`src/rtl/spsa_pkg.sv`:
```
// ----------------------------------------------------------------------------
// spsa_pkg
// Shared types, constants and a helper function for the sub-page slab
// allocator: status codes, controller states, command and status bundles.
// ----------------------------------------------------------------------------
package spsa_pkg;

	localparam int PAGE_LOG2      = 12;
	localparam int MIN_TABLE_LOG2 = 8;
	localparam int NUM_PAGES_DEF  = 64;
	localparam int NUM_CLS        = PAGE_LOG2 - MIN_TABLE_LOG2;
	localparam int CLS_W          = 2;
	localparam int SLOT_W         = 16;
	localparam int BYTES_W        = 16;
	localparam int PIDX_W         = 6;
	localparam int OFF_W          = 12;

	typedef enum logic [2:0] {
		ST_OK       = 3'd0,
		ST_BYPASS   = 3'd1,
		ST_INVALID  = 3'd2,
		ST_NO_PAGES = 3'd3,
		ST_MAP_FULL = 3'd4,
		ST_UNKNOWN  = 3'd5
	} status_t;

	typedef enum logic [3:0] {
		S_IDLE,
		S_CHECK,
		S_FIND,
		S_PICK,
		S_FRD,
		S_FCHK,
		S_UPD,
		S_FIN,
		S_RESP
	} state_t;

	// How the rank sweep treats the other listed pages of the class.
	typedef enum logic {
		UPD_LIST,
		UPD_UNLIST
	} upd_mode_t;

	// What the final commit does to the target page.
	typedef enum logic [1:0] {
		FIN_NEW,
		FIN_FULL,
		FIN_RELIST,
		FIN_RELEASE
	} fin_kind_t;

	typedef struct packed {
		logic load;
		logic check;
		logic find_go;
		logic pick;
		logic frd;
		logic fchk;
		logic upd_go;
		logic fin;
	} cmd_t;

	typedef struct packed {
		logic early;
		logic alloc;
		logic go_upd;
		logic scan_done;
	} stat_t;

	// Mask of usable slots for a page of the given class.
	function automatic logic [SLOT_W-1:0] class_mask(input logic [CLS_W-1:0] cls);
		logic [SLOT_W-1:0] m;
		case (cls)
			2'd0:    m = 16'hFFFF;
			2'd1:    m = 16'h00FF;
			2'd2:    m = 16'h000F;
			2'd3:    m = 16'h0003;
			default: m = 16'hFFFF;
		endcase
		return m;
	endfunction

endpackage

```
`src/rtl/spsa_dp.sv`:
```
// ----------------------------------------------------------------------------
// spsa_dp
// Datapath: request registers, page flags, page memory with rank sweep,
// slot search and result registers.
// ----------------------------------------------------------------------------
module spsa_dp import spsa_pkg::*; #(
	parameter int NUM_PAGES = NUM_PAGES_DEF
) (
	input  logic               clk,
	input  logic               arst_n,
	input  cmd_t               cmd,
	output stat_t              stat,
	input  logic               action,
	input  logic [BYTES_W-1:0] pd_bytes,
	input  logic               is_cached,
	input  logic [PIDX_W-1:0]  page_index,
	input  logic [OFF_W-1:0]   byte_offset_in,
	output logic [2:0]         status,
	output logic [PIDX_W-1:0]  page_out,
	output logic [OFF_W-1:0]   byte_offset_out,
	output logic               page_released
);

	localparam int PG_W = $clog2(NUM_PAGES);
	localparam int CW   = $clog2(NUM_PAGES + 1);
	localparam int IXW  = (PG_W > PIDX_W) ? PG_W : PIDX_W;

	typedef struct packed {
		logic [PG_W-1:0]   rank;
		logic [CLS_W-1:0]  cls;
		logic [SLOT_W-1:0] slot;
	} word_t;

	// Captured request.
	logic               act_q;
	logic [BYTES_W-1:0] bytes_q;
	logic               cached_q;
	logic [PIDX_W-1:0]  pidx_q;
	logic [OFF_W-1:0]   offs_q;

	// Page flags, page memory and sweep state.
	logic [NUM_PAGES-1:0] in_use_q, listed_q;
	word_t                mem [NUM_PAGES];
	word_t                rdata_s1;
	logic                 rd_en;
	logic [PG_W-1:0]      raddr;
	logic                 we;
	logic [PG_W-1:0]      waddr;
	word_t                wdata;

	logic            scan_act_q, scan_find_q, rv_s1;
	logic [CW-1:0]   scan_cnt_q;
	logic [PG_W-1:0] ra_s1;
	logic            issue;

	logic [CLS_W-1:0]  cls_q;
	logic              best_vld_q, free_vld_q;
	logic [PG_W-1:0]   best_q, best_rank_q, free_q;
	logic [SLOT_W-1:0] best_slot_q;
	logic [PG_W-1:0]   tgt_q, tgt_rank_q;
	logic              tgt_listed_q;
	logic [SLOT_W-1:0] tgt_slot_q;
	upd_mode_t         mode_q;
	fin_kind_t         fin_q;

	logic [2:0]        res_status_q;
	logic [PIDX_W-1:0] res_page_q;
	logic [OFF_W-1:0]  res_off_q;
	logic              res_rel_q;

	// Request decode.
	logic              bypass_a, invalid_a, unknown_f;
	logic [CLS_W-1:0]  cls_dec;
	logic [IXW-1:0]    pext;
	logic [PG_W-1:0]   pg;

	always_comb begin
		bypass_a  = (bytes_q >> PAGE_LOG2) != '0;
		invalid_a = (bytes_q == '0) || ((bytes_q & (bytes_q - 1'b1)) != '0) ||
			(bytes_q < BYTES_W'(1 << MIN_TABLE_LOG2));
		cls_dec = '0;
		for (int c = 0; c < NUM_CLS; c++) begin
			if (bytes_q == BYTES_W'(1 << (c + MIN_TABLE_LOG2)))
				cls_dec = CLS_W'(c);
		end
		pext      = IXW'(pidx_q);
		pg        = pext[PG_W-1:0];
		unknown_f = ((IXW+1)'(pext) >= (IXW+1)'(NUM_PAGES)) || !in_use_q[pg];
	end

	// Slot search on the chosen partial page.
	logic [SLOT_W-1:0] mask_c, new_slot;
	logic [3:0]        bitn;
	logic              found, slot_ok, now_full;
	logic [SLOT_W-1:0] off_full;

	always_comb begin
		mask_c = class_mask(cls_q);
		bitn   = '0;
		found  = 1'b0;
		for (int i = SLOT_W - 1; i >= 0; i--) begin
			if (!best_slot_q[i]) begin
				bitn  = 4'(i);
				found = 1'b1;
			end
		end
		slot_ok  = found && mask_c[bitn];
		new_slot = best_slot_q | (SLOT_W'(1) << bitn);
		now_full = (new_slot & mask_c) == mask_c;
		off_full = SLOT_W'(bitn) << (5'(cls_q) + 5'(MIN_TABLE_LOG2));
	end

	// Free path: clear the slot bit of the page just read.
	logic [3:0]        fidx;
	logic [SLOT_W-1:0] fslot;
	logic              fkeep;

	always_comb begin
		fidx  = 4'(offs_q >> (5'(rdata_s1.cls) + 5'(MIN_TABLE_LOG2)));
		fslot = rdata_s1.slot & ~(SLOT_W'(1) << fidx);
		fkeep = (fslot & class_mask(rdata_s1.cls)) != '0;
	end

	// Sweep element under inspection.
	logic        same_cls, upd_hit;
	word_t       upd_word;

	always_comb begin
		same_cls = listed_q[ra_s1] && (rdata_s1.cls == cls_q);
		upd_word = rdata_s1;
		upd_hit  = 1'b0;
		if (rv_s1 && !scan_find_q && same_cls && (ra_s1 != tgt_q)) begin
			if (mode_q == UPD_LIST) begin
				if (!tgt_listed_q || (rdata_s1.rank < tgt_rank_q)) begin
					upd_hit       = 1'b1;
					upd_word.rank = rdata_s1.rank + 1'b1;
				end
			end else begin
				if (tgt_listed_q && (rdata_s1.rank > tgt_rank_q)) begin
					upd_hit       = 1'b1;
					upd_word.rank = rdata_s1.rank - 1'b1;
				end
			end
		end
	end

	// Memory read and write port selection.
	always_comb begin
		issue = scan_act_q && (scan_cnt_q != CW'(NUM_PAGES));
		rd_en = issue || cmd.frd;
		raddr = cmd.frd ? pg : scan_cnt_q[PG_W-1:0];
		we    = 1'b0;
		waddr = tgt_q;
		wdata = '{rank: '0, cls: cls_q, slot: tgt_slot_q};
		if (upd_hit) begin
			we    = 1'b1;
			waddr = ra_s1;
			wdata = upd_word;
		end else if (cmd.pick && best_vld_q && slot_ok) begin
			we    = 1'b1;
			waddr = best_q;
			wdata = '{rank: best_rank_q, cls: cls_q, slot: new_slot};
		end else if (cmd.fin && (fin_q == FIN_NEW)) begin
			we    = 1'b1;
			wdata = '{rank: '0, cls: cls_q, slot: SLOT_W'(1)};
		end else if (cmd.fin && (fin_q == FIN_RELIST)) begin
			we = 1'b1;
		end
	end

	// Page memory.
	always_ff @(posedge clk) begin
		if (rd_en)
			rdata_s1 <= mem[raddr];
		if (we)
			mem[waddr] <= wdata;
	end

	// Sweep sequencing and page flags.
	always_ff @(posedge clk or negedge arst_n) begin
		if (!arst_n) begin
			scan_act_q <= 1'b0;
			scan_cnt_q <= '0;
			rv_s1      <= 1'b0;
			in_use_q   <= '0;
			listed_q   <= '0;
		end else begin
			rv_s1 <= issue;
			if (issue)
				scan_cnt_q <= scan_cnt_q + 1'b1;
			if (cmd.find_go || cmd.upd_go) begin
				scan_act_q <= 1'b1;
				scan_cnt_q <= '0;
			end else if (stat.scan_done) begin
				scan_act_q <= 1'b0;
			end
			if (cmd.fin) begin
				case (fin_q)
					FIN_NEW: begin
						in_use_q[tgt_q] <= 1'b1;
						listed_q[tgt_q] <= 1'b1;
					end
					FIN_FULL:    listed_q[tgt_q] <= 1'b0;
					FIN_RELIST:  listed_q[tgt_q] <= 1'b1;
					FIN_RELEASE: begin
						in_use_q[tgt_q] <= 1'b0;
						listed_q[tgt_q] <= 1'b0;
					end
					default: ;
				endcase
			end
		end
	end

	// Request capture, search trackers and result registers.
	always_ff @(posedge clk) begin
		ra_s1 <= scan_cnt_q[PG_W-1:0];
		if (cmd.load) begin
			act_q        <= action;
			bytes_q      <= pd_bytes;
			cached_q     <= is_cached;
			pidx_q       <= page_index;
			offs_q       <= byte_offset_in;
			res_page_q   <= '0;
			res_off_q    <= '0;
			res_rel_q    <= 1'b0;
			res_status_q <= ST_OK;
		end
		if (cmd.check) begin
			cls_q <= cls_dec;
			if (!act_q)
				res_status_q <= bypass_a ? ST_BYPASS : (invalid_a ? ST_INVALID : ST_OK);
			else
				res_status_q <= !cached_q ? ST_BYPASS : (unknown_f ? ST_UNKNOWN : ST_OK);
		end
		if (cmd.find_go) begin
			best_vld_q <= 1'b0;
			free_vld_q <= 1'b0;
			scan_find_q <= 1'b1;
		end
		if (cmd.upd_go)
			scan_find_q <= 1'b0;
		if (rv_s1 && scan_find_q) begin
			if (same_cls && (!best_vld_q || (rdata_s1.rank < best_rank_q))) begin
				best_vld_q  <= 1'b1;
				best_q      <= ra_s1;
				best_rank_q <= rdata_s1.rank;
				best_slot_q <= rdata_s1.slot;
			end
			if (!in_use_q[ra_s1] && !free_vld_q) begin
				free_vld_q <= 1'b1;
				free_q     <= ra_s1;
			end
		end
		if (cmd.pick) begin
			if (!best_vld_q) begin
				if (!free_vld_q) begin
					res_status_q <= ST_NO_PAGES;
				end else begin
					tgt_q        <= free_q;
					tgt_listed_q <= 1'b0;
					tgt_rank_q   <= '0;
					mode_q       <= UPD_LIST;
					fin_q        <= FIN_NEW;
					res_page_q   <= PIDX_W'(IXW'(free_q));
				end
			end else if (!slot_ok) begin
				res_status_q <= ST_MAP_FULL;
			end else begin
				tgt_q        <= best_q;
				tgt_listed_q <= 1'b1;
				tgt_rank_q   <= best_rank_q;
				mode_q       <= UPD_UNLIST;
				fin_q        <= FIN_FULL;
				res_page_q   <= PIDX_W'(IXW'(best_q));
				res_off_q    <= off_full[OFF_W-1:0];
			end
		end
		if (cmd.fchk) begin
			cls_q        <= rdata_s1.cls;
			tgt_q        <= pg;
			tgt_rank_q   <= rdata_s1.rank;
			tgt_listed_q <= listed_q[pg];
			tgt_slot_q   <= fslot;
			mode_q       <= fkeep ? UPD_LIST : UPD_UNLIST;
			fin_q        <= fkeep ? FIN_RELIST : FIN_RELEASE;
			res_rel_q    <= !fkeep;
		end
	end

	// Status toward the controller.
	always_comb begin
		stat.alloc     = !act_q;
		stat.early     = !act_q ? (bypass_a || invalid_a) : (!cached_q || unknown_f);
		stat.go_upd    = best_vld_q ? (slot_ok && now_full) : free_vld_q;
		stat.scan_done = scan_act_q && !issue && !rv_s1;
	end

	assign status          = res_status_q;
	assign page_out        = res_page_q;
	assign byte_offset_out = res_off_q;
	assign page_released   = res_rel_q;

	// A listed partial page is always a page in use.
	a_listed_in_use: assert property (@(posedge clk) disable iff (!arst_n)
		(listed_q & ~in_use_q) == '0)
		else $error("listed page not in use");

	// A free never reads its page while a sweep is running.
	a_no_rd_wr_mix: assert property (@(posedge clk) disable iff (!arst_n)
		cmd.frd |-> !scan_act_q)
		else $error("page read during sweep");

	// The sweep counter stops at the end of the page memory.
	a_scan_bound: assert property (@(posedge clk) disable iff (!arst_n)
		scan_cnt_q <= CW'(NUM_PAGES))
		else $error("sweep counter past the last page");

endmodule

```
`src/rtl/spsa_ctrl.sv`:
```
// ----------------------------------------------------------------------------
// spsa_ctrl
// Controller: sequences check, search sweep, slot pick, page read for a free,
// rank sweep and commit for one request at a time.
// ----------------------------------------------------------------------------
module spsa_ctrl import spsa_pkg::*; (
	input  logic  clk,
	input  logic  arst_n,
	input  logic  start,
	input  stat_t stat,
	output cmd_t  cmd,
	output logic  busy,
	output logic  done
);

	state_t state_q, state_d;

	// State register.
	always_ff @(posedge clk or negedge arst_n) begin
		if (!arst_n)
			state_q <= S_IDLE;
		else
			state_q <= state_d;
	end

	// Next state.
	always_comb begin
		state_d = state_q;
		case (state_q)
			S_IDLE:  if (start) state_d = S_CHECK;
			S_CHECK: begin
				if (stat.early)
					state_d = S_RESP;
				else if (stat.alloc)
					state_d = S_FIND;
				else
					state_d = S_FRD;
			end
			S_FIND:  if (stat.scan_done) state_d = S_PICK;
			S_PICK:  state_d = stat.go_upd ? S_UPD : S_RESP;
			S_FRD:   state_d = S_FCHK;
			S_FCHK:  state_d = S_UPD;
			S_UPD:   if (stat.scan_done) state_d = S_FIN;
			S_FIN:   state_d = S_RESP;
			S_RESP:  state_d = S_IDLE;
			default: state_d = S_IDLE;
		endcase
	end

	// Commands.
	always_comb begin
		cmd         = '0;
		cmd.load    = (state_q == S_IDLE) && start;
		cmd.check   = (state_q == S_CHECK);
		cmd.find_go = (state_q == S_CHECK) && !stat.early && stat.alloc;
		cmd.pick    = (state_q == S_PICK);
		cmd.frd     = (state_q == S_FRD);
		cmd.fchk    = (state_q == S_FCHK);
		cmd.upd_go  = ((state_q == S_PICK) && stat.go_upd) || (state_q == S_FCHK);
		cmd.fin     = (state_q == S_FIN);
		busy        = (state_q != S_IDLE);
		done        = (state_q == S_RESP);
	end

	a_start_busy: assert property (@(posedge clk) disable iff (!arst_n)
		(start && !busy) |=> busy)
		else $error("accepted request did not raise busy");

	a_done_once: assert property (@(posedge clk) disable iff (!arst_n)
		done |=> (!done && !busy))
		else $error("result strobe longer than one cycle");

	a_done_busy: assert property (@(posedge clk) disable iff (!arst_n)
		done |-> busy)
		else $error("result strobe while idle");

endmodule

```
`src/rtl/subpage_slab_allocator_top.sv`:
```
// ----------------------------------------------------------------------------
// subpage_slab_allocator_top
// Sub-page table allocator over a pool of pages with per-page slot maps.
// ----------------------------------------------------------------------------
// A request is taken when start is high and busy is low; one result follows,
// shown for a single cycle with done high, and the receiver cannot stall it.
// Requests refused at the check run no sweep. A free runs one rank sweep,
// and an allocation runs the search sweep and, when a page is opened or
// fills up, a rank sweep as well: each sweep walks the page memory one
// entry a cycle through its single read port.
module subpage_slab_allocator_top import spsa_pkg::*; #(
	parameter int NUM_PAGES = NUM_PAGES_DEF
) (
	input  logic               clk,
	input  logic               arst_n,
	input  logic               start,
	output logic               busy,
	input  logic               action,
	input  logic [BYTES_W-1:0] pd_bytes,
	input  logic               is_cached,
	input  logic [PIDX_W-1:0]  page_index,
	input  logic [OFF_W-1:0]   byte_offset_in,
	output logic               done,
	output logic [2:0]         status,
	output logic [PIDX_W-1:0]  page_out,
	output logic [OFF_W-1:0]   byte_offset_out,
	output logic               page_released
);

	cmd_t  cmd;
	stat_t stat;

	spsa_ctrl u_ctrl (
		.clk    (clk),
		.arst_n (arst_n),
		.start  (start),
		.stat   (stat),
		.cmd    (cmd),
		.busy   (busy),
		.done   (done)
	);

	spsa_dp #(
		.NUM_PAGES (NUM_PAGES)
	) u_dp (
		.clk             (clk),
		.arst_n          (arst_n),
		.cmd             (cmd),
		.stat            (stat),
		.action          (action),
		.pd_bytes        (pd_bytes),
		.is_cached       (is_cached),
		.page_index      (page_index),
		.byte_offset_in  (byte_offset_in),
		.status          (status),
		.page_out        (page_out),
		.byte_offset_out (byte_offset_out),
		.page_released   (page_released)
	);

endmodule

```
`config.mk`:
```
export PLATFORM = sky130hd
export DESIGN_NAME = subpage_slab_allocator_top
export DESIGN_NICKNAME = d
export VERILOG_FILES = /design/src/rtl/spsa_pkg.sv /design/src/rtl/spsa_dp.sv /design/src/rtl/spsa_ctrl.sv /design/src/rtl/subpage_slab_allocator_top.sv
export SDC_FILE = /design/constraint.sdc
export NUM_CORES = 2
export LEC_CHECK = 0
export ABC_AREA = 1
export BUFFER_PORTS_ARGS = -buffer_cell sky130_fd_sc_hd__buf_2
export CELL_PAD_IN_SITES_DETAIL_PLACEMENT = 0
export CELL_PAD_IN_SITES_GLOBAL_PLACEMENT = 2
export CORE_ASPECT_RATIO = 1.1
export CORE_MARGIN = 2
export CORE_UTILIZATION = 44
export DETAILED_ROUTE_END_ITERATION = 6
export GPL_ROUTABILITY_DRIVEN = 1
export MAX_ROUTING_LAYER = met4
export PLACE_DENSITY_LB_ADDON = 0.05
export SLEW_MARGIN = 15
export SYNTH_ARGS = -nofsm -noshare
export SYNTH_HDL_FRONTEND = slang
export SYNTH_SLANG_ARGS = --single-unit
```
`constraint.sdc`:
```
create_clock -name clk -period 7 [get_ports clk]
set_input_delay 0.35 -clock clk [delete_from_list [all_inputs] [get_ports clk]]
set_output_delay 0.35 -clock clk [all_outputs]
set_load 0.05 [all_outputs]
```
==> summary.md <==
| Metric | Value |
|---|---|
| Final number of setup-violating endpoints | 0 |
| Max_cap viols | 0 |
| CP delay by family, top | simple AND/OR/NAND/NOR gates |
| Area delta synth->final | 12.79% |
| Htree depth | 4 |
| Vias | 50,600 |
| Hpwl dp | 128.8 mm |
| Vias per cell | 5.855 |
| Inserted Clock Buffers | 192 |
| Worst Tran Pin Value | 1.258 ns |
| TritonCTS clock tree | done |
| Type of the worst min-delay path | primary input to asynchronous set/reset pin |
| First-pass GRT wire length | 336.1 mm |
| Yosys reg bits | 1,827 |
| Max frequency | 181.7 MHz |
| Wire length per cell | 27.09 um |
| GPL Wtd Cong | 0.8781 |
| Worst-path clk slew | 0.06 ns |
| Req. time, crit path | 7.55 ns |
| Clock root buffer | clkbuf_16 |
| Final Hold Viols | 0 |
| Die Y | 439.5 um |
| Slowest cell delay on critical path | 0.74 ns |
| Highest metal used | met4 |
| Syn Std Cell Area | 75,880 um2 |
| Largest net degree at the start of global routing | 211 |
| Starting Density | 0.4435 |
| Crit. End Element | register |
| Clk sink count | 1,827 |
| RSZ-0062 raised after global routing | no |
| Layout cell share with drive strength beyond 1 | 0.1005 |
| Crit path cell chain | inv_6 > nor2_1 > nor2_1 > a21oi_1 > a21oi_1 > o21ai_1 > nand3_1 > nand3_1 > nand2_1 > nand2_1 > nor2_4 > nand2_4 > inv_6 > o21ai_2 > nand3_2 > nor2_4 > buf_4 |
| Yosys warning total | 0 |
| Sequential share of the synthesized area | 0.7098 |
| Metal2 WL | 110.5 mm |
| Tcrit/Tclk final | 0.7861 |
| Worst setup margin | 1.497 ns |
| Slew Limit Fails | 0 |
| Top-Level Pins | 63 |
| Net Count, Synth | 6,280 |
| P per Cell Area | 446.7 nW/um2 |
| # Post-CTS Setup Buffers | 0 |
| Wire length on met3 | 13.49 mm |
| Crit path DAT | 6.05 ns |
| Row count | 159 |
| Min cycle time layout | 5.503 ns |
| Crit Path Max Fanout | 54 |
| Avg Inst Size Synth | 12.20 um2 |
| Post-Place Worst Slack | 1.559 ns |
| Status | completed |
| Async set or reset register ratio after synthesis | 0.07718 |
| Remaining antenna violation count | 0 |
| Final core occ | 0.5002 |
| Rel. slew slack | 0.1616 |
| Post-synth EDFFs | 1,656 |
| CP max-delay cell | dfxtp_2 |
| Clock buffer depth | 3 |
| Post-cts sizing count | 0 |
| Initial antenna violation count | 7 |
| Yosys cell types | 58 |
| Die X | 399.9 um |
| DR iter-0 viols | 4,686 |
| Die ar. | 175,800 um2 |
| Top FF cell, synth | edfxtp_1 |
| Crit path kind | register to register |
| Buf+Inv Stages, Crit Path | 3 |
| Clock Latency Late Sink | 0.86 ns |
| CTS Hold Bufs | 30 |
| Total Neg Setup Slack | 0 ns |
| PortBufs | 54 |
| GRT Total Usage | 0.2710 |
| VDD IR max | 0.0004801 V |
| Pleak | 28.54 nW |
| CP Launch Type | register |
| # DRC | 0 |
| Setup Skew | 0.02706 ns |
| # nets final | 6,289 |
| Overall routed net length | 234.1 mm |
| Remaining Overflow, GRT | 0 |
| Vias in the first global route | 47,970 |
| Syn Inst Count | 6,222 |
| Drt first pass iters | 5 |
| Placeable Area | 171,100 um2 |
| Wl on met1 | 103.8 mm |
## registers in the layout, summed over array words and instances, names as in the netlist, 7 cells and up, named ones only
register / flops
u_dp.tgt_slot_q: 16
u_dp.byte_offset_out: 12
u_dp.mem: 1536
u_dp.scan_cnt_q: 7
u_dp.best_slot_q: 16
u_dp.bytes_q: 16
u_dp.rdata_s1: 24
## metal layers
layer | GRT usage | up-vias
met5 | - | -
met4 | 0.07920 | 0
met3 | 0.03368 | 320
met2 | 0.4244 | 1559
met1 | 0.3724 | 25500
li1 | - | 23230
## power by group
| part | total (mW) | internal, mW | switching [mW] |
|---|---|---|---|
| Combinational | 15.0 | 3.69 | 11.3 |
| Clock | 9.64 | 5.33 | 4.31 |
| Sequential | 13.6 | 13.2 | 0.394 |
| Total | 38.2 | 22.2 | 16.0 |
## placed cells by master, fill, tap and decap left out, drive strengths merged, types with 2 or more instances in the layout
cell type    instances
a2111oi              2
a21oi               75
a221oi              18
a31oi               31
buf                218
bufinv               4
clkbuf             264
clkinv              88
dfrtp              141
dfxtp               30
dlygate4sd3         30
edfxtp            1656
ha                  19
inv                268
mux2i               39
nand2              386
nand3              241
nand3b               3
nand4               26
nor2              1032
nor3                73
nor4                 6
o2111ai              3
o211ai             197
o21a                22
o21ai             1044
o221ai             229
o22ai              217
o31ai                5
o32ai                2
or2                  3
xor2                 9
## Yosys cell counts (68+ instances only)
library cell | count | area (um2)
clkbuf_1 | 366 | 1374
o221ai_1 | 228 | 1997
nand3_1 | 234 | 1171
dfrtp_1 | 141 | 3528
o21ai_0 | 937 | 4690
o22ai_1 | 217 | 1358
nand2_1 | 366 | 1374
o211ai_1 | 197 | 1479
edfxtp_1 | 1656 | 49730
a21oi_1 | 74 | 370.4
inv_1 | 240 | 900.9
nor3_1 | 68 | 340.3
o21ai_1 | 100 | 500.5
nor2_1 | 1027 | 3855
## area by class of cell
class                           count  area (um2)
Clock buffer                      264        5155
Tap cell                         2254        2820
Clock inverter                     87       772.0
Sequential cell                  1827       53860
Fill cell                       15180       85510
Inverter                          273        1060
Timing Repair Buffer              248        2186
Antenna cell                        1       2.502
Multi-Input combinational cell   3689       19730
## worst paths after layout
check                                         from                         end  slack [ns]  cells past startpoint
worst min-delay path                        arst_n  asynchronous set/reset pin        0.12                      2
worst min register to register  u_dp.scan_cnt_q[1]               u_dp.ra_s1[1]        0.44                      0
worst max-delay path                 u_dp.ra_s1[0]             u_dp.mem[39][2]        1.50                     17
max in group asynchronous                   arst_n  asynchronous set/reset pin        5.37                      3
min in group clk                            action                  u_dp.act_q        0.20                      2
worst max register to register       u_dp.ra_s1[0]             u_dp.mem[39][2]        1.50                     17
## per-stage QoR
step                hold slack (ns)  instances  power [mW]  cell area [um2]
detailed placement           0.4376       8260       28.78            79330
global placement             0.4299       8258       28.65            79280
CTS                          0.1065       8641       38.42            85560
global route                 0.1672       8642       40.09            85580
finish                       0.1226       8643       38.23            85580
floorplan                   0.05441       6222       22.62            75880
## kinds of logic after synthesis
family,share of synthesized area
adders and majority gates,0.003133
muxes,0.005145
DFF,0.7098
AOI/OAI and AO/OA,0.1473
and+or+nand+nor,0.09711
xor gates and xnor gates,0.001039
buffers and inverters,0.03652
Power figures use the tool's default switching activity.
